`src/grid_line_tracker_top_macros.svh`:
```
// Assertion macros for the grid line tracker.
// Every macro samples on the rising edge of clk and is disabled while rst_n is low.
`ifndef GRID_LINE_TRACKER_TOP_MACROS_SVH
`define GRID_LINE_TRACKER_TOP_MACROS_SVH
`ifndef SYNTHESIS
`define GLT_ASSERT(label, expr, msg) \
label: assert property (@(posedge clk) disable iff (!rst_n) (expr)) else $error(msg);
`define GLT_ASSERT_NEXT(label, pre, post, msg) \
label: assert property (@(posedge clk) disable iff (!rst_n) (pre) |=> (post)) else $error(msg);
`else
`define GLT_ASSERT(label, expr, msg)
`define GLT_ASSERT_NEXT(label, pre, post, msg)
`endif
`endif

```
`src/glt_pkg.sv`:
```
// ----------------------------------------------------------------------------
// glt_pkg
// Types, codes and constants shared by the grid line tracker modules.
// ----------------------------------------------------------------------------
package glt_pkg;

    localparam int NUM_SENSORS     = 5;
    localparam int NUM_TRACKED     = 4;
    localparam int CFG_INDEX_BITS  = 3;
    localparam int COUNT_BITS      = 8;
    localparam int POS_BITS        = 4;
    localparam int THRESHOLD_RESET = 1400;

    localparam logic [COUNT_BITS-1:0] COUNT_MAX = '1;

    // Sensor lanes, which are also the threshold register indexes.
    localparam int SENS_FL = 0;
    localparam int SENS_FR = 1;
    localparam int SENS_FB = 2;
    localparam int SENS_SL = 3;
    localparam int SENS_SR = 4;

    // Tracked change flags and transition counters.
    localparam int TRK_FL = 0;
    localparam int TRK_FR = 1;
    localparam int TRK_SL = 2;
    localparam int TRK_SR = 3;

    // Position codes: front left, front right, side left, side right, black is 1.
    localparam logic [POS_BITS-1:0] POS_FR       = 4'd4;
    localparam logic [POS_BITS-1:0] POS_FR_SR    = 4'd5;
    localparam logic [POS_BITS-1:0] POS_FR_SL    = 4'd6;
    localparam logic [POS_BITS-1:0] POS_FR_SL_SR = 4'd7;
    localparam logic [POS_BITS-1:0] POS_FL       = 4'd8;
    localparam logic [POS_BITS-1:0] POS_FL_SR    = 4'd9;
    localparam logic [POS_BITS-1:0] POS_FL_SL    = 4'd10;
    localparam logic [POS_BITS-1:0] POS_FL_SL_SR = 4'd11;

    typedef enum logic
    {
        KIND_START  = 1'b0,
        KIND_SAMPLE = 1'b1
    } kind_t;

    typedef enum logic [2:0]
    {
        MOVE_FORWARD  = 3'd0,
        MOVE_BACKWARD = 3'd1,
        MOVE_LEFT     = 3'd2,
        MOVE_RIGHT    = 3'd3,
        MOVE_STOPPED  = 3'd4
    } move_t;

    typedef enum logic [1:0]
    {
        COMP_ON_TRACK = 2'd0,
        COMP_RIGHT    = 2'd1,
        COMP_LEFT     = 2'd2
    } comp_t;

    typedef struct packed
    {
        logic step;
        logic clear;
    } glt_cnt_ctrl_t;

    typedef struct packed
    {
        comp_t               compensation;
        logic                move_finished;
        logic [POS_BITS-1:0] position_code;
        logic                position_known;
        logic                on_cross;
        logic                colour_order;
        logic                needs_alignment;
    } glt_result_t;

endpackage

```
`src/glt_sense_lane.sv`:
```
// ----------------------------------------------------------------------------
// glt_sense_lane
// Classifies one IR reading as black when it is not below its threshold.
// ----------------------------------------------------------------------------
module glt_sense_lane
    import glt_pkg::*;
#(
    parameter int READING_BITS = 12
)
(
    input  logic [READING_BITS-1:0] reading,
    input  logic [READING_BITS-1:0] threshold,
    output logic                    black
);

    assign black = (reading >= threshold);

endmodule

```
`src/glt_count_lane.sv`:
```
// ----------------------------------------------------------------------------
// glt_count_lane
// Change flag and saturating transition counter of one tracked sensor.
// ----------------------------------------------------------------------------
module glt_count_lane
    import glt_pkg::*;
(
    input  logic                  clk,
    input  logic                  rst_n,
    input  glt_cnt_ctrl_t         ctrl,
    input  logic                  changed,
    output logic [COUNT_BITS-1:0] count_next
);

    logic                  flag_reg;
    logic                  flag_next;
    logic [COUNT_BITS-1:0] count_reg;
    logic                  toggle;

    // A flip of the change flag counts as one transition.
    assign toggle     = changed ^ flag_reg;
    assign flag_next  = changed;
    assign count_next = (toggle && (count_reg != COUNT_MAX)) ?
                        (count_reg + COUNT_BITS'(1)) : count_reg;

    always_ff @(posedge clk or negedge rst_n)
    begin
        if (!rst_n)
        begin
            flag_reg  <= 1'b0;
            count_reg <= '0;
        end
        else if (ctrl.step)
        begin
            if (ctrl.clear)
            begin
                flag_reg  <= 1'b0;
                count_reg <= '0;
            end
            else
            begin
                flag_reg  <= flag_next;
                count_reg <= count_next;
            end
        end
    end

endmodule

```
`src/glt_merge.sv`:
```
// ----------------------------------------------------------------------------
// glt_merge
// Combines the lane results with the tracking state into one result.
// ----------------------------------------------------------------------------
module glt_merge
    import glt_pkg::*;
(
    input  logic                   clk,
    input  logic                   rst_n,
    input  logic                   accept,
    input  kind_t                  kind,
    input  move_t                  movement,
    input  logic [NUM_SENSORS-1:0] black,
    input  logic [COUNT_BITS-1:0]  count [NUM_TRACKED],
    output logic [NUM_TRACKED-1:0] changed,
    output glt_cnt_ctrl_t          ctrl,
    output glt_result_t            result
);

    logic [2:0]          fref_reg, fref_next, fref_mod;
    logic [1:0]          sref_reg, sref_next;
    logic                flipped_reg, flipped_next;
    logic [POS_BITS-1:0] pos_reg, pos_next;
    logic                colour_reg, colour_next;
    logic                cross_reg, cross_next;

    logic fl, fr, fb, sl, sr;
    logic lc, rc, slc, src;
    logic pair, cond, fwd, done, finish, align;
    comp_t comp;

    assign fl = black[SENS_FL];
    assign fr = black[SENS_FR];
    assign fb = black[SENS_FB];
    assign sl = black[SENS_SL];
    assign sr = black[SENS_SR];

    assign lc  = fl ^ fref_reg[0];
    assign rc  = fr ^ fref_reg[1];
    assign slc = sl ^ sref_reg[0];
    assign src = sr ^ sref_reg[1];

    assign changed[TRK_FL] = lc;
    assign changed[TRK_FR] = rc;
    assign changed[TRK_SL] = slc;
    assign changed[TRK_SR] = src;

    always_comb
    begin
        fref_next    = fref_reg;
        fref_mod     = fref_reg;
        sref_next    = sref_reg;
        flipped_next = flipped_reg;
        pos_next     = pos_reg;
        colour_next  = colour_reg;
        cross_next   = cross_reg;
        comp         = COMP_ON_TRACK;
        finish       = 1'b0;
        align        = 1'b0;
        pair         = 1'b0;
        cond         = 1'b0;
        fwd          = 1'b0;
        done         = 1'b0;

        if (kind == KIND_START)
        begin
            fref_next = {fb, fr, fl};
            sref_next = {sr, sl};
            align     = (fl == fr);
            pos_next  = {fl, fr, sl, sr};
            unique case (pos_next)
                POS_FR, POS_FR_SR, POS_FR_SL_SR:
                begin
                    sref_next   = 2'b10;
                    colour_next = 1'b0;
                    cross_next  = 1'b0;
                end
                POS_FR_SL:
                begin
                    sref_next   = 2'b01;
                    colour_next = 1'b1;
                    cross_next  = 1'b1;
                end
                POS_FL, POS_FL_SL, POS_FL_SL_SR:
                begin
                    sref_next   = 2'b01;
                    colour_next = 1'b1;
                    cross_next  = 1'b0;
                end
                POS_FL_SR:
                begin
                    sref_next   = 2'b10;
                    colour_next = 1'b0;
                    cross_next  = 1'b1;
                end
                default:
                begin
                end
            endcase
        end
        else
        begin
            unique case (movement)
                MOVE_FORWARD, MOVE_BACKWARD:
                begin
                    fwd = (movement == MOVE_FORWARD);
                    // The front references flip once, when both front sensors change.
                    if (!flipped_reg && lc && rc)
                    begin
                        flipped_next = 1'b1;
                        fref_mod     = fref_reg ^ 3'b011;
                    end
                    fref_next = fref_mod;
                    pair = (fl == fr);
                    cond = pair && (fl != fb);
                    if (fwd)
                    begin
                        cond = cond && (fl != fref_mod[0]);
                    end
                    if (cond)
                    begin
                        comp = fwd ? COMP_RIGHT : COMP_LEFT;
                    end
                    else if (pair && (fl == fb))
                    begin
                        comp = fwd ? COMP_LEFT : COMP_RIGHT;
                    end
                    if (slc && src)
                    begin
                        finish       = 1'b1;
                        colour_next  = ~colour_reg;
                        flipped_next = 1'b0;
                    end
                end
                MOVE_LEFT, MOVE_RIGHT:
                begin
                    fwd = (movement == MOVE_LEFT);
                    unique case (pos_reg)
                        POS_FR_SR, POS_FL_SL:
                        begin
                            done = fwd ? (count[TRK_SR] != '0) : (count[TRK_SL] != '0);
                        end
                        POS_FR_SL, POS_FL_SR:
                        begin
                            done = ((count[TRK_SL] != '0) && (count[TRK_SR] != '0)) ||
                                   (fwd ? (count[TRK_SR] == COUNT_BITS'(2))
                                        : (count[TRK_SL] == COUNT_BITS'(2)));
                        end
                        POS_FR, POS_FL_SL_SR, POS_FR_SL_SR, POS_FL:
                        begin
                            done = fwd ? (count[TRK_FL] != '0) : (count[TRK_FR] != '0);
                        end
                        default:
                        begin
                            done = 1'b0;
                        end
                    endcase
                    if (done)
                    begin
                        finish      = 1'b1;
                        colour_next = ~colour_reg;
                    end
                end
                default:
                begin
                end
            endcase
        end
    end

    assign ctrl.step  = accept && (kind == KIND_SAMPLE);
    assign ctrl.clear = finish;

    assign result.compensation    = comp;
    assign result.move_finished   = finish;
    assign result.position_code   = pos_next;
    assign result.position_known  = (pos_next >= POS_FR) && (pos_next <= POS_FL_SL_SR);
    assign result.on_cross        = cross_next;
    assign result.colour_order    = colour_next;
    assign result.needs_alignment = align;

    always_ff @(posedge clk or negedge rst_n)
    begin
        if (!rst_n)
        begin
            fref_reg    <= '0;
            sref_reg    <= '0;
            flipped_reg <= 1'b0;
            pos_reg     <= '0;
            colour_reg  <= 1'b1;
            cross_reg   <= 1'b0;
        end
        else if (accept)
        begin
            fref_reg    <= fref_next;
            sref_reg    <= sref_next;
            flipped_reg <= flipped_next;
            pos_reg     <= pos_next;
            colour_reg  <= colour_next;
            cross_reg   <= cross_next;
        end
    end

endmodule

```
`src/grid_line_tracker_top.sv`:
```
// ----------------------------------------------------------------------------
// grid_line_tracker_top
// Latency: an accepted input transfer has its result in the output register in the next cycle.
// Throughput: one item per cycle while the output is not stalled; the tracking state loop runs through the merge.
// Reset: rst_n clears the tracking state, sets thresholds to 1400 and empties the output.
// ----------------------------------------------------------------------------
`include "grid_line_tracker_top_macros.svh"

module grid_line_tracker_top
    import glt_pkg::*;
#(
    parameter int READING_BITS = 12
)
(
    input  logic                      clk,
    input  logic                      rst_n,

    input  logic                      cfg_we,
    input  logic [CFG_INDEX_BITS-1:0] cfg_index,
    input  logic [READING_BITS-1:0]   cfg_data,

    input  logic                      in_valid,
    output logic                      in_stall,
    input  logic                      kind,
    input  logic [2:0]                movement,
    input  logic [READING_BITS-1:0]   front_left_reading,
    input  logic [READING_BITS-1:0]   front_right_reading,
    input  logic [READING_BITS-1:0]   front_backup_reading,
    input  logic [READING_BITS-1:0]   side_left_reading,
    input  logic [READING_BITS-1:0]   side_right_reading,

    output logic                      out_valid,
    input  logic                      out_stall,
    output logic [1:0]                compensation,
    output logic                      move_finished,
    output logic [POS_BITS-1:0]       position_code,
    output logic                      position_known,
    output logic                      on_cross,
    output logic                      colour_order,
    output logic                      needs_alignment
);

    // Threshold reset value, cut to the reading width as the compare sees it.
    localparam logic [READING_BITS-1:0] THRESH_INIT = READING_BITS'(THRESHOLD_RESET);

    // The five thresholds live in flip-flops. Each lane reads its own entry, so
    // this is a register file with one write port and fixed read taps.
    logic [READING_BITS-1:0] thresh_reg [NUM_SENSORS];
    logic [READING_BITS-1:0] reading    [NUM_SENSORS];
    logic [NUM_SENSORS-1:0]  black;

    logic [NUM_TRACKED-1:0]  changed;
    logic [COUNT_BITS-1:0]   count_next [NUM_TRACKED];
    glt_cnt_ctrl_t           cnt_ctrl;
    glt_result_t             result;
    glt_result_t             result_reg;
    logic                    out_valid_reg;
    logic                    out_valid_next;
    logic                    accept;

    // A transfer is taken whenever the output register is empty or being
    // drained in the same cycle, so items can follow each other every cycle.
    assign in_stall = out_valid_reg && out_stall;
    assign accept   = in_valid && !in_stall;

    // Configuration writes beyond the last threshold are dropped.
    always_ff @(posedge clk or negedge rst_n)
    begin
        if (!rst_n)
        begin
            for (int i = 0; i < NUM_SENSORS; i++)
            begin
                thresh_reg[i] <= THRESH_INIT;
            end
        end
        else if (cfg_we && (cfg_index < CFG_INDEX_BITS'(NUM_SENSORS)))
        begin
            thresh_reg[cfg_index] <= cfg_data;
        end
    end

    assign reading[SENS_FL] = front_left_reading;
    assign reading[SENS_FR] = front_right_reading;
    assign reading[SENS_FB] = front_backup_reading;
    assign reading[SENS_SL] = side_left_reading;
    assign reading[SENS_SR] = side_right_reading;

    // Classification lanes: one comparator per sensor, all in parallel.
    for (genvar g = 0; g < NUM_SENSORS; g++)
    begin : g_sense
        glt_sense_lane #(
            .READING_BITS (READING_BITS)
        ) u_sense (
            .reading   (reading[g]),
            .threshold (thresh_reg[g]),
            .black     (black[g])
        );
    end

    // Tracking lanes: the change flag and transition counter of each of the
    // four tracked sensors. The merge stage sees the updated counts in the
    // same cycle and decides whether the lanes clear.
    for (genvar g = 0; g < NUM_TRACKED; g++)
    begin : g_count
        glt_count_lane u_count (
            .clk        (clk),
            .rst_n      (rst_n),
            .ctrl       (cnt_ctrl),
            .changed    (changed[g]),
            .count_next (count_next[g])
        );
    end

    // The merge stage holds the references, position latch and colour and
    // cross state, and forms compensation and the end of move.
    glt_merge u_merge (
        .clk      (clk),
        .rst_n    (rst_n),
        .accept   (accept),
        .kind     (kind_t'(kind)),
        .movement (move_t'(movement)),
        .black    (black),
        .count    (count_next),
        .changed  (changed),
        .ctrl     (cnt_ctrl),
        .result   (result)
    );

    // Output register: the result waits here while the far side stalls.
    always_comb
    begin
        priority if (accept)
        begin
            out_valid_next = 1'b1;
        end
        else if (!out_stall)
        begin
            out_valid_next = 1'b0;
        end
        else
        begin
            out_valid_next = out_valid_reg;
        end
    end

    always_ff @(posedge clk or negedge rst_n)
    begin
        if (!rst_n)
        begin
            out_valid_reg <= 1'b0;
        end
        else
        begin
            out_valid_reg <= out_valid_next;
        end
    end

    always_ff @(posedge clk)
    begin
        if (accept)
        begin
            result_reg <= result;
        end
    end

    assign out_valid       = out_valid_reg;
    assign compensation    = result_reg.compensation;
    assign move_finished   = result_reg.move_finished;
    assign position_code   = result_reg.position_code;
    assign position_known  = result_reg.position_known;
    assign on_cross        = result_reg.on_cross;
    assign colour_order    = result_reg.colour_order;
    assign needs_alignment = result_reg.needs_alignment;

    // Every accepted item shows up in the output register in the next cycle.
    `GLT_ASSERT_NEXT(a_accept_fills_output, accept, out_valid, "accepted item produced no result")
    // A drained output with no new transfer behind it leaves the register empty.
    `GLT_ASSERT_NEXT(a_drain_empties, out_valid && !out_stall && !accept, !out_valid, "result repeated")
    // Alignment is flagged only by start items and a move ends only on samples.
    `GLT_ASSERT(a_align_not_finish, !(out_valid && needs_alignment && move_finished), "start item ended a move")

endmodule
```
`config.mk`:
```
export PLATFORM = sky130hd
export DESIGN_NAME = grid_line_tracker_top
export DESIGN_NICKNAME = d
export VERILOG_FILES = /design/src/glt_pkg.sv /design/src/glt_sense_lane.sv /design/src/glt_count_lane.sv /design/src/glt_merge.sv /design/src/grid_line_tracker_top.sv
export VERILOG_INCLUDE_DIRS = /design/src /design/src/src
export SDC_FILE = /design/constraint.sdc
export NUM_CORES = 1
export LEC_CHECK = 0
export BUFFER_PORTS_ARGS = -buffer_cell sky130_fd_sc_hd__buf_2
export CAP_MARGIN = 20
export CORE_MARGIN = 4
export CORE_UTILIZATION = 40
export CTS_BUF_LIST = sky130_fd_sc_hd__clkbuf_4 sky130_fd_sc_hd__clkbuf_8
export CTS_CLUSTER_SIZE = 28
export DETAILED_ROUTE_END_ITERATION = 10
export GPL_TIMING_DRIVEN = 0
export PLACE_DENSITY = 0.65
export SLEW_MARGIN = 40
export SYNTH_ARGS = -nofsm -noshare
export SYNTH_HDL_FRONTEND = slang
export SYNTH_SLANG_ARGS = --single-unit
```
`constraint.sdc`:
```
create_clock -name clk -period 4.9 [get_ports clk]
set_clock_uncertainty 0.05 [all_clocks]
set_input_delay 0.49 -clock clk [delete_from_list [all_inputs] [get_ports clk]]
set_output_delay 0.49 -clock clk [all_outputs]
set_load 0.005 [all_outputs]
```
==> reports/metrics.yaml, run 1 <==
outcome: "finished, final reports clean"
tns_ns: 0
synth_top_area_frac: 0.2544
final.min_clock_period_ns: 4.538
worst_pin_slew_ns: 0.8758
routedWlPerCell_um: 16.13
async_flop_share: 0.9076
drt_wl_total_um: 19310
grt_max_degree: 57
synth.distinct_cells: 69
rsz0062_at_grt: "no"
cts_sinks: 119
ys.flop_type: "dfrtp_1"
clock_latency_ns: 0.44
overflow: 0
cts-root-buf: "clkbuf_8"
grt_pass1_vias: 6226
synth_compound_area_frac: 0.1754
synth_area_leaders: "dfrtp_1 (25%), ha_1 (11%), dfstp_2 (11%)"
n_fill_cell: 1791
antenna_found_initial: 0
ys_seq_area_frac: 0.4055
cts_buffer_depth: 2
fin_crit_sh: 0.9261
grt_first_pass_wirelength_um: 31710
final_common_cell: "nand2_1"
cap_violations: 0
htree_levels: 4
largest_register_ffs: 60
die_h_um: 145.6
peakVddDrop_uv: 170.8
clkTransAtPathRegs_ns: 0.08
synthMuxAreaShare: 0.04741
design_area_um2: 8810
final_cell_mix: "nand2_1 (110), buf_2 (95), dfrtp_1 (77), inv_1 (75), o21ai_0 (71)"
synth_top_family_by_area: "simple AND/OR/NAND/NOR gates"
p_total_mw: 3.820
io_buffers: 95
hold_path_class: "in -> reg"
drt_pass1_iterations: 5
tritoncts: "built"
die-area_um2: 21200
nNetsFinal: 1100
core_region_area_um2: 18640
synth-simple-area-share: 0.1903
stdcell_count: 1197
area_delta_synth_final_pct: 16.30
hpwl_um: 14280
synth_area_um2: 7575
worstPathMaxFanout: 10
setup_viol: 0
worstSetupPathType: "reg -> reg"
start_util: 0.4063
final_layout_size_suffix_gt1_frac: 0.2066
synth_edf_count: 11
synthXorXnorAreaFrac: 0.01966
dr_total_vias: 6388
place_congestion: 0.8673
vias_per_cell: 5.337
p_per_area_nw_per_um2: 433.6
report.final.slew_viol_count: 0
max_freq_mhz: 220.4
cp.arrival_ns: 4.85
relSlewSlack: 0.4117
ant_nets: 0
drcViolationCount: 0
boundaryPins: 97
synthAdderAreaFrac: 0.1090
track_usage: 0.1852
drt_iter0_markers: 386
numCtsBuffers: 17
placed_area_um2: 8381
fp-row-count: 50
synth_cells: 832
dp_cells: 1162
critPathRequiredTime_ns: 5.22
yosysTopAreaCell: "dfrtp_1"
synth_nets: 982
ys_ff_latch: 119
cp-end-kind: "flop"
finalCoreUtilization: 0.4726
die_w_um: 145.6
leakage_nw: 4.065
ys_warn_count: 0
hold_violations: 0
start_kind: "flop"
n_antenna_cell: 0
avgSynthCellArea_um2: 9.104
[cell usage after synthesis (all sizes together), types with 16 or more instances]
cell type	n
nand2b	16
a21oi	37
clkbuf	23
and3	16
a21o	23
dfstp	31
ha	66
nand3	27
mux2	23
inv	75
dfrtp	77
nor2	41
o21ai	74
nor3	20
nand2	110
[cell type report]
class | instances | area, µm² | area share
well taps | 234 | 292.8 | 0.03323
clock buffers | 18 | 247.7 | 0.02812
multi-input cells | 610 | 4111 | 0.4667
flip-flops and latches | 119 | 3072 | 0.3487
plain buffers | 28 | 117.6 | 0.01335
clock inverters | 14 | 148.9 | 0.01690
repair buffers | 99 | 538.0 | 0.06107
inverters | 75 | 281.5 | 0.03196
[cells by family (layout without fill, tap and decap cells)]
family	Yosys count	after routing
simple gates	291	291
buf+inv	103	234
mux	33	33
compound gates	203	203
fa+ha+maj	66	66
xor+xnor	17	17
flops	119	119
[routing by layer]
layer	share of wire	GRT usage	wire (µm)
met5	0	0	0
met4	0.010	0.04131	196
met3	0.048	0.03737	926
met2	0.48	0.3066	9262
met1	0.46	0.2523	8925
[per-stage QoR]
step | worst slack [ns] | hold slack, ns
3_5_place_dp | -0.03588 | 0.3841
4_1_cts | 0.2153 | 0.2034
2_1_floorplan | 0.9991 | 0.1444
5_1_grt | 0.04662 | 0.2177
3_3_place_gp | 0.001981 | 0.4299
6_report | 0.3620 | 0.2296
[worst max-delay path: stages (launching register included)]
cell      delay [ns]
dfstp_2         0.52
inv_1           0.05
ha_1            0.30
and3_1          0.16
a211oi_1        0.07
o311ai_1        0.68
clkbuf_1        0.46
xnor2_1         0.27
a21oi_1         0.14
o21ai_0         0.20
o22ai_1         0.15
o41ai_4         0.48
o22ai_2         0.18
buf_4           0.24
nor2_2          0.31
a22o_1          0.21
[repair_timing]
item	4_1_cts	5_1_grt
hold buffers	1	0
endpoints found under the hold margin	31	0
setup endpoints to repair	0	19
gates resized for setup	0	2
buffers inserted	0	2
[path summary, 6_finish.rpt]
check	slack [ns]	end	from	cells after the start
hold reg to reg	0.45	g_count[1].u_count.flag_reg	g_count[1].u_count.flag_reg	2
hold / removal	0.23	out_valid	in_valid	2
min in group asynchronous	0.49	thresh_reg[9]	rst_n	2
setup reg to reg	0.36	g_count[0].u_count.count_reg[5]	thresh_reg[5]	15
setup / recovery	0.36	g_count[0].u_count.count_reg[5]	thresh_reg[5]	15
max in group asynchronous	3.59	thresh_reg[22]	rst_n	3
[power breakdown]
part / internal, mW / switching, mW / total [mW]
sequential: 1.28 / 0.177 / 1.45
combinational: 0.623 / 0.843 / 1.47
clock: 0.469 / 0.432 / 0.901
total: 2.37 / 1.45 / 3.82
Power figures use the tool's default switching activity.
==> run 2, diff against run 1 <==
==> constraint.sdc (replaced) <==
create_clock -name clk -period 4.5 [get_ports clk]
set_clock_uncertainty 0.05 [all_clocks]
set_input_delay 0.45 -clock clk [delete_from_list [all_inputs] [get_ports clk]]
set_output_delay 0.45 -clock clk [all_outputs]
set_load 0.005 [all_outputs]
==> run 2 against run 1 <==
Clock power up 8.8%. Worst setup slack worse by 0.040 ns. Clock-buffer cell count unchanged. Sequential cell count unchanged.
==> reports/metrics.yaml, run 2 (synthesized netlist as in run 1, its figures left out) <==
outcome: "finished, final reports clean"
clock_latency_ns: 0.44
antenna_found_initial: 0
overflow: 0
cp_cell_sequence: "ha_1 -> nand2b_1 -> a2111oi_2 -> o311ai_1 -> a221o_1 -> and3_4 -> o31ai_2 -> nand2_1 -> o311a_1 -> o41ai_4 -> o22ai_2 -> buf_4 -> buf_6 -> o31ai_1"
nNetsFinal: 1101
rr_worst_depth: 14
drt_iter0_markers: 420
final_common_cell: "nand2_1"
peakVddDrop_uv: 186.1
die_w_um: 145.6
start_kind: "flop"
worstPathMaxFanout: 10
critPathTopFamily: "compound AO/OA/AOI/OAI gates"
ant_nets: 0
relSlewSlack: 0.4177
numCtsBuffers: 17
die-area_um2: 21200
report.final.slew_viol_count: 0
worst_pin_slew_ns: 0.8668
final_layout_size_suffix_gt1_frac: 0.2158
hold_path_class: "in -> reg"
area_delta_synth_final_pct: 16.96
boundaryPins: 97
p_total_mw: 4.189
final_cell_mix: "nand2_1 (110), buf_2 (95), dfrtp_1 (77), inv_1 (75), o21ai_0 (71)"
max_stage_delay_ns: 0.47
tns_ns: 0
rsz0062_at_grt: "no"
cts_buffer_depth: 2
tritoncts: "built"
worstSetupPathType: "reg -> reg"
max_freq_mhz: 239.4
largest_register_ffs: 60
die_h_um: 145.6
grt_max_degree: 57
htree_levels: 4
grt_first_pass_wirelength_um: 31800
dp_cells: 1162
n_antenna_cell: 0
p_per_area_nw_per_um2: 472.8
hold_violations: 0
leakage_nw: 4.080
grt_pass1_vias: 6241
path_depth: 14
core_region_area_um2: 18640
cts_sinks: 119
drt_pass1_iterations: 9
place_congestion: 0.8673
drcViolationCount: 0
dr_total_vias: 6375
n_fill_cell: 1788
fp-row-count: 50
cp-startpoint: "thresh_reg[12]"
setup_slack_ns: 0.3223
min_path_cells: 2
critPathRequiredTime_ns: 4.78
io_buffers: 95
cp-end-kind: "flop"
rr_startpoint: "thresh_reg[12]"
fin_crit_sh: 0.9284
setup_viol: 0
clkTransAtPathRegs_ns: 0.07
cts-root-buf: "clkbuf_8"
hp-start: "in_valid"
start_util: 0.4063
drt_wl_total_um: 19320
routedWlPerCell_um: 16.12
cp.arrival_ns: 4.46
hpwl_um: 14280
final.min_clock_period_ns: 4.178
pre_cts_slack_ns: -0.3959
stdcell_count: 1198
track_usage: 0.1857
cap_violations: 0
vias_per_cell: 5.321
critPathBufInv: 2
cpMaxStageDelayCell: "a221o_1"
## run 2: cell count changes in the layout (fill, tap and decap cells not counted), sizes merged
| cell | before | now |
|---|---|---|
| buf | 103 | 104 |
## run 2: repair_timing
item / in CTS / in global routing
endpoints found under the hold margin: 31 / 0
endpoints found under the setup margin: 28 / 33
resized for setup: 4 / 10
buffers inserted: 2 / 1
hold buffers: 1 / 0
pin swaps: 1 / 1
## run 2: path summary, 6_finish.rpt
check / endpoint / slack (ns)
max: g_count[1].u_count.flag_reg / 0.32
min in group asynchronous: thresh_reg[9] / 0.46
max reg2reg: g_count[1].u_count.flag_reg / 0.32
min reg2reg: g_count[1].u_count.flag_reg / 0.45
min: out_valid / 0.19
max in group asynchronous: thresh_reg[22] / 3.23
## run 2: cell type report
class / count / area [µm²] / area share
well taps: 234 / 292.8 / 0.03305
repair buffers: 100 / 545.5 / 0.06157
clock buffers: 18 / 247.7 / 0.02796
clock inverters: 14 / 148.9 / 0.01681
inverters: 75 / 281.5 / 0.03178
flip-flops and latches: 119 / 3072 / 0.3467
multi-input cells: 610 / 4151 / 0.4686
plain buffers: 28 / 120.1 / 0.01356
## run 2: metrics by stage
stage | util | instance area [µm²] | hold WS (ns)
after floorplan | - | 7575 | 0.1044
after global placement | 0.4475 | 8343 | 0.4299
after detailed placement | 0.4495 | 8381 | 0.3441
after CTS | 0.4732 | 8822 | 0.1634
after global routing | 0.4752 | 8860 | 0.1777
final | 0.4752 | 8860 | 0.1898
## run 2: per-layer routing
layer  global-route usage  share of wire
met2               0.3075           0.48
met4              0.04131          0.011
met3              0.03737          0.045
met1               0.2531           0.46
met5                    0              0
## run 2: worst register-to-register path, cell delays in order, from the launching register on
cell and delay [ns]:
dfrtp_1 0.39, ha_1 0.27, nand2b_1 0.16, a2111oi_2 0.38, o311ai_1 0.22, a221o_1 0.47, and3_4 0.20, o31ai_2 0.31
nand2_1 0.09, o311a_1 0.33, o41ai_4 0.42, o22ai_2 0.17, buf_4 0.23, buf_6 0.17, o31ai_1 0.23
## run 2: power breakdown
group | switching (mW) | internal, mW | leakage, nW
Clock | 0.469 | 0.511 | 0.200
Combinational | 0.935 | 0.692 | 2.51
Sequential | 0.193 | 1.39 | 1.37
==> run 3, diff against run 2 <==
--- a/config.mk
+++ b/config.mk
@@ -6,6 +6,7 @@
 export SDC_FILE = /design/constraint.sdc
 export NUM_CORES = 1
 export LEC_CHECK = 0
+export ABC_AREA = 1
 export BUFFER_PORTS_ARGS = -buffer_cell sky130_fd_sc_hd__buf_2
 export CAP_MARGIN = 20
 export CORE_MARGIN = 4
@@ -14,7 +15,7 @@
 export CTS_CLUSTER_SIZE = 28
 export DETAILED_ROUTE_END_ITERATION = 10
 export GPL_TIMING_DRIVEN = 0
-export PLACE_DENSITY = 0.65
+export PLACE_DENSITY = 0.64
 export SLEW_MARGIN = 40
 export SYNTH_ARGS = -nofsm -noshare
 export SYNTH_HDL_FRONTEND = slang
==> run 3 against run 2 <==
Routed wire length is 4.2% higher. Design area is 5.3% higher. Global-route usage is 0.19 points higher. Combinational power is 18% higher. Maximum frequency is 17% higher. Synthesized cell count is 30% higher. Largest cell class unchanged. Largest power group unchanged.
==> reports/metrics.yaml, run 3 <==
routedWlPerCell_um: 13.67
rsz0062_at_grt: "no"
grt_max_degree: 57
final_cell_mix: "nand2_1 (306), inv_1 (182), buf_2 (99), o21ai_0 (83), nand3_1 (78)"
hold_ws_ns: 0.1740
cap_violations: 0
hold_violations: 0
avgSynthCellArea_um2: 7.475
die_w_um: 149.9
synth_area_leaders: "dfrtp_1 (24%), nand2_1 (14%), ha_1 (10%)"
cts_sinks: 119
hpwl_um: 15150
dp_cells: 1439
report.final.slew_viol_count: 0
hp-start: "in_valid"
drt_wl_total_um: 20130
synth_nets: 1228
start_kind: "flop"
synth_cells: 1078
antenna_found_initial: 0
tns_ns: 0
track_usage: 0.1876
tritoncts: "built"
io_buffers: 95
synth.distinct_cells: 40
clkTransAtPathRegs_ns: 0.07
drt_iter0_markers: 494
drcViolationCount: 0
htree_levels: 4
setup_viol: 0
worst_pin_slew_ns: 0.7417
cp-end-kind: "flop"
drt_pass1_iterations: 5
grt_first_pass_wirelength_um: 33320
ys_seq_area_frac: 0.3812
worstSetupPathType: "reg -> reg"
dr_total_vias: 7147
min_path_cells: 3
largest_register_ffs: 60
cp.arrival_ns: 3.73
ys_top_cells_by_count: "nand2_1 (306), inv_1 (182), o21ai_0 (83), nand3_1 (78), dfrtp_1 (77)"
place_congestion: 0.8255
cts-root-buf: "clkbuf_8"
max_freq_mhz: 279.0
vias_per_cell: 4.855
overflow: 0
p_per_area_nw_per_um2: 487.4
outcome: "finished, final reports clean"
final_layout_size_suffix_gt1_frac: 0.1906
relSlewSlack: 0.5050
cp-startpoint: "thresh_reg[53]"
postCtsSetupBuffers: 0
peakVddDrop_uv: 195.0
die-area_um2: 22480
holdPathEnd: "out_valid"
critPathRequiredTime_ns: 4.65
synth_area_um2: 8058
ctsResizeCount: 0
async_flop_share: 0.9076
ant_nets: 0
timing.rr.end: "move_finished"
grt_pass1_vias: 6956
yosysTopAreaCell: "dfrtp_1"
holdBufCountCts: 1
fp-row-count: 51
ys_warn_count: 0
n_antenna_cell: 0
rr_startpoint: "thresh_reg[53]"
nNetsFinal: 1344
clock_latency_ns: 0.44
ys.flop_type: "dfrtp_1"
reg2reg_slack_ns: 0.92
final.min_clock_period_ns: 3.584
hold_path_class: "in -> reg"
cts_buffer_depth: 2
synth_edf_count: 11
synth_most_common_cell: "nand2_1"
ys_ff_latch: 119
rr_worst_depth: 26
worstPathMaxFanout: 10
leakage_nw: 4.835
numCtsBuffers: 17
fin_crit_sh: 0.7964
start_util: 0.4100
area_delta_synth_final_pct: 15.79
final_common_cell: "nand2_1"
core_region_area_um2: 19650
synth_top_area_frac: 0.2391
die_h_um: 149.9
stdcell_count: 1472
boundaryPins: 97
## run 3: per-layer routing
layer	share of wire	global-route usage	vias up
li1	-	-	3674
met1	0.48	0.2494	3309
met2	0.46	0.3134	141
met3	0.041	0.03210	23
met4	0.017	0.05672	0
met5	0	0	-
## run 3: worst max path at each step
stage / end / cells after the start
floorplan: move_finished / 25
global placement: move_finished / 24
detailed placement: move_finished / 26
CTS: move_finished / 26
global route: move_finished / 25
finish: move_finished / 26
## run 3: worst max-delay path, cell delays in order, from the launching register on
cell and delay, ns:
dfstp_2 0.54, inv_1 0.04, ha_1 0.28, nand2_1 0.07, nand2_1 0.04, nand2_1 0.05
nand2_1 0.06, a21oi_2 0.26, nand2_4 0.13, nand2_1 0.12, nand3_1 0.07, nand2_1 0.15
buf_6 0.17, nand3b_1 0.08, nand2_1 0.10, nand2_1 0.06, nor2_1 0.14, nand2_1 0.09
nand2_1 0.06, nand2_1 0.09, nand2_1 0.10, nand3_2 0.09, nand2_2 0.08, nand2_4 0.06
nand2_8 0.12, buf_6 0.17, inv_1 0.04
## run 3: logic make-up (layout without fill, tap and decap cells)
kind of cell	after synthesis	after routing	synth area share
buf+inv	213	342	0.1048
fa+ha+maj	66	66	0.1025
simple gates	514	514	0.2933
flops	119	119	0.3812
xor+xnor	21	21	0.02283
compound gates	145	145	0.09534
## run 3: power breakdown
part | leakage (nW) | internal (mW) | switching, mW
Combinational | 3.23 | 0.703 | 1.22
Sequential | 1.41 | 1.41 | 0.207
Clock | 0.199 | 0.542 | 0.471
## run 3: cell type report
type	instances	area, µm²
plain buffers	24	135.1
clock inverters	12	140.1
flip-flops and latches	119	3072
clock buffers	20	275.3
repair buffers	97	523.0
well taps	265	331.6
multi-input cells	746	4144
fillers	1972	10320
inverters	189	709.4
## run 3: per-stage QoR
step	total power [mW]	setup slack [ns]	utilization	area, µm²
global route	4.981	0.6506	0.4747	9330
CTS	4.575	0.9882	0.4747	9330
floorplan	3.062	1.502	-	8058
detailed placement	3.540	0.9801	0.4531	8905
global placement	3.489	1.000	0.4510	8865
finish	4.548	0.9163	0.4747	9330
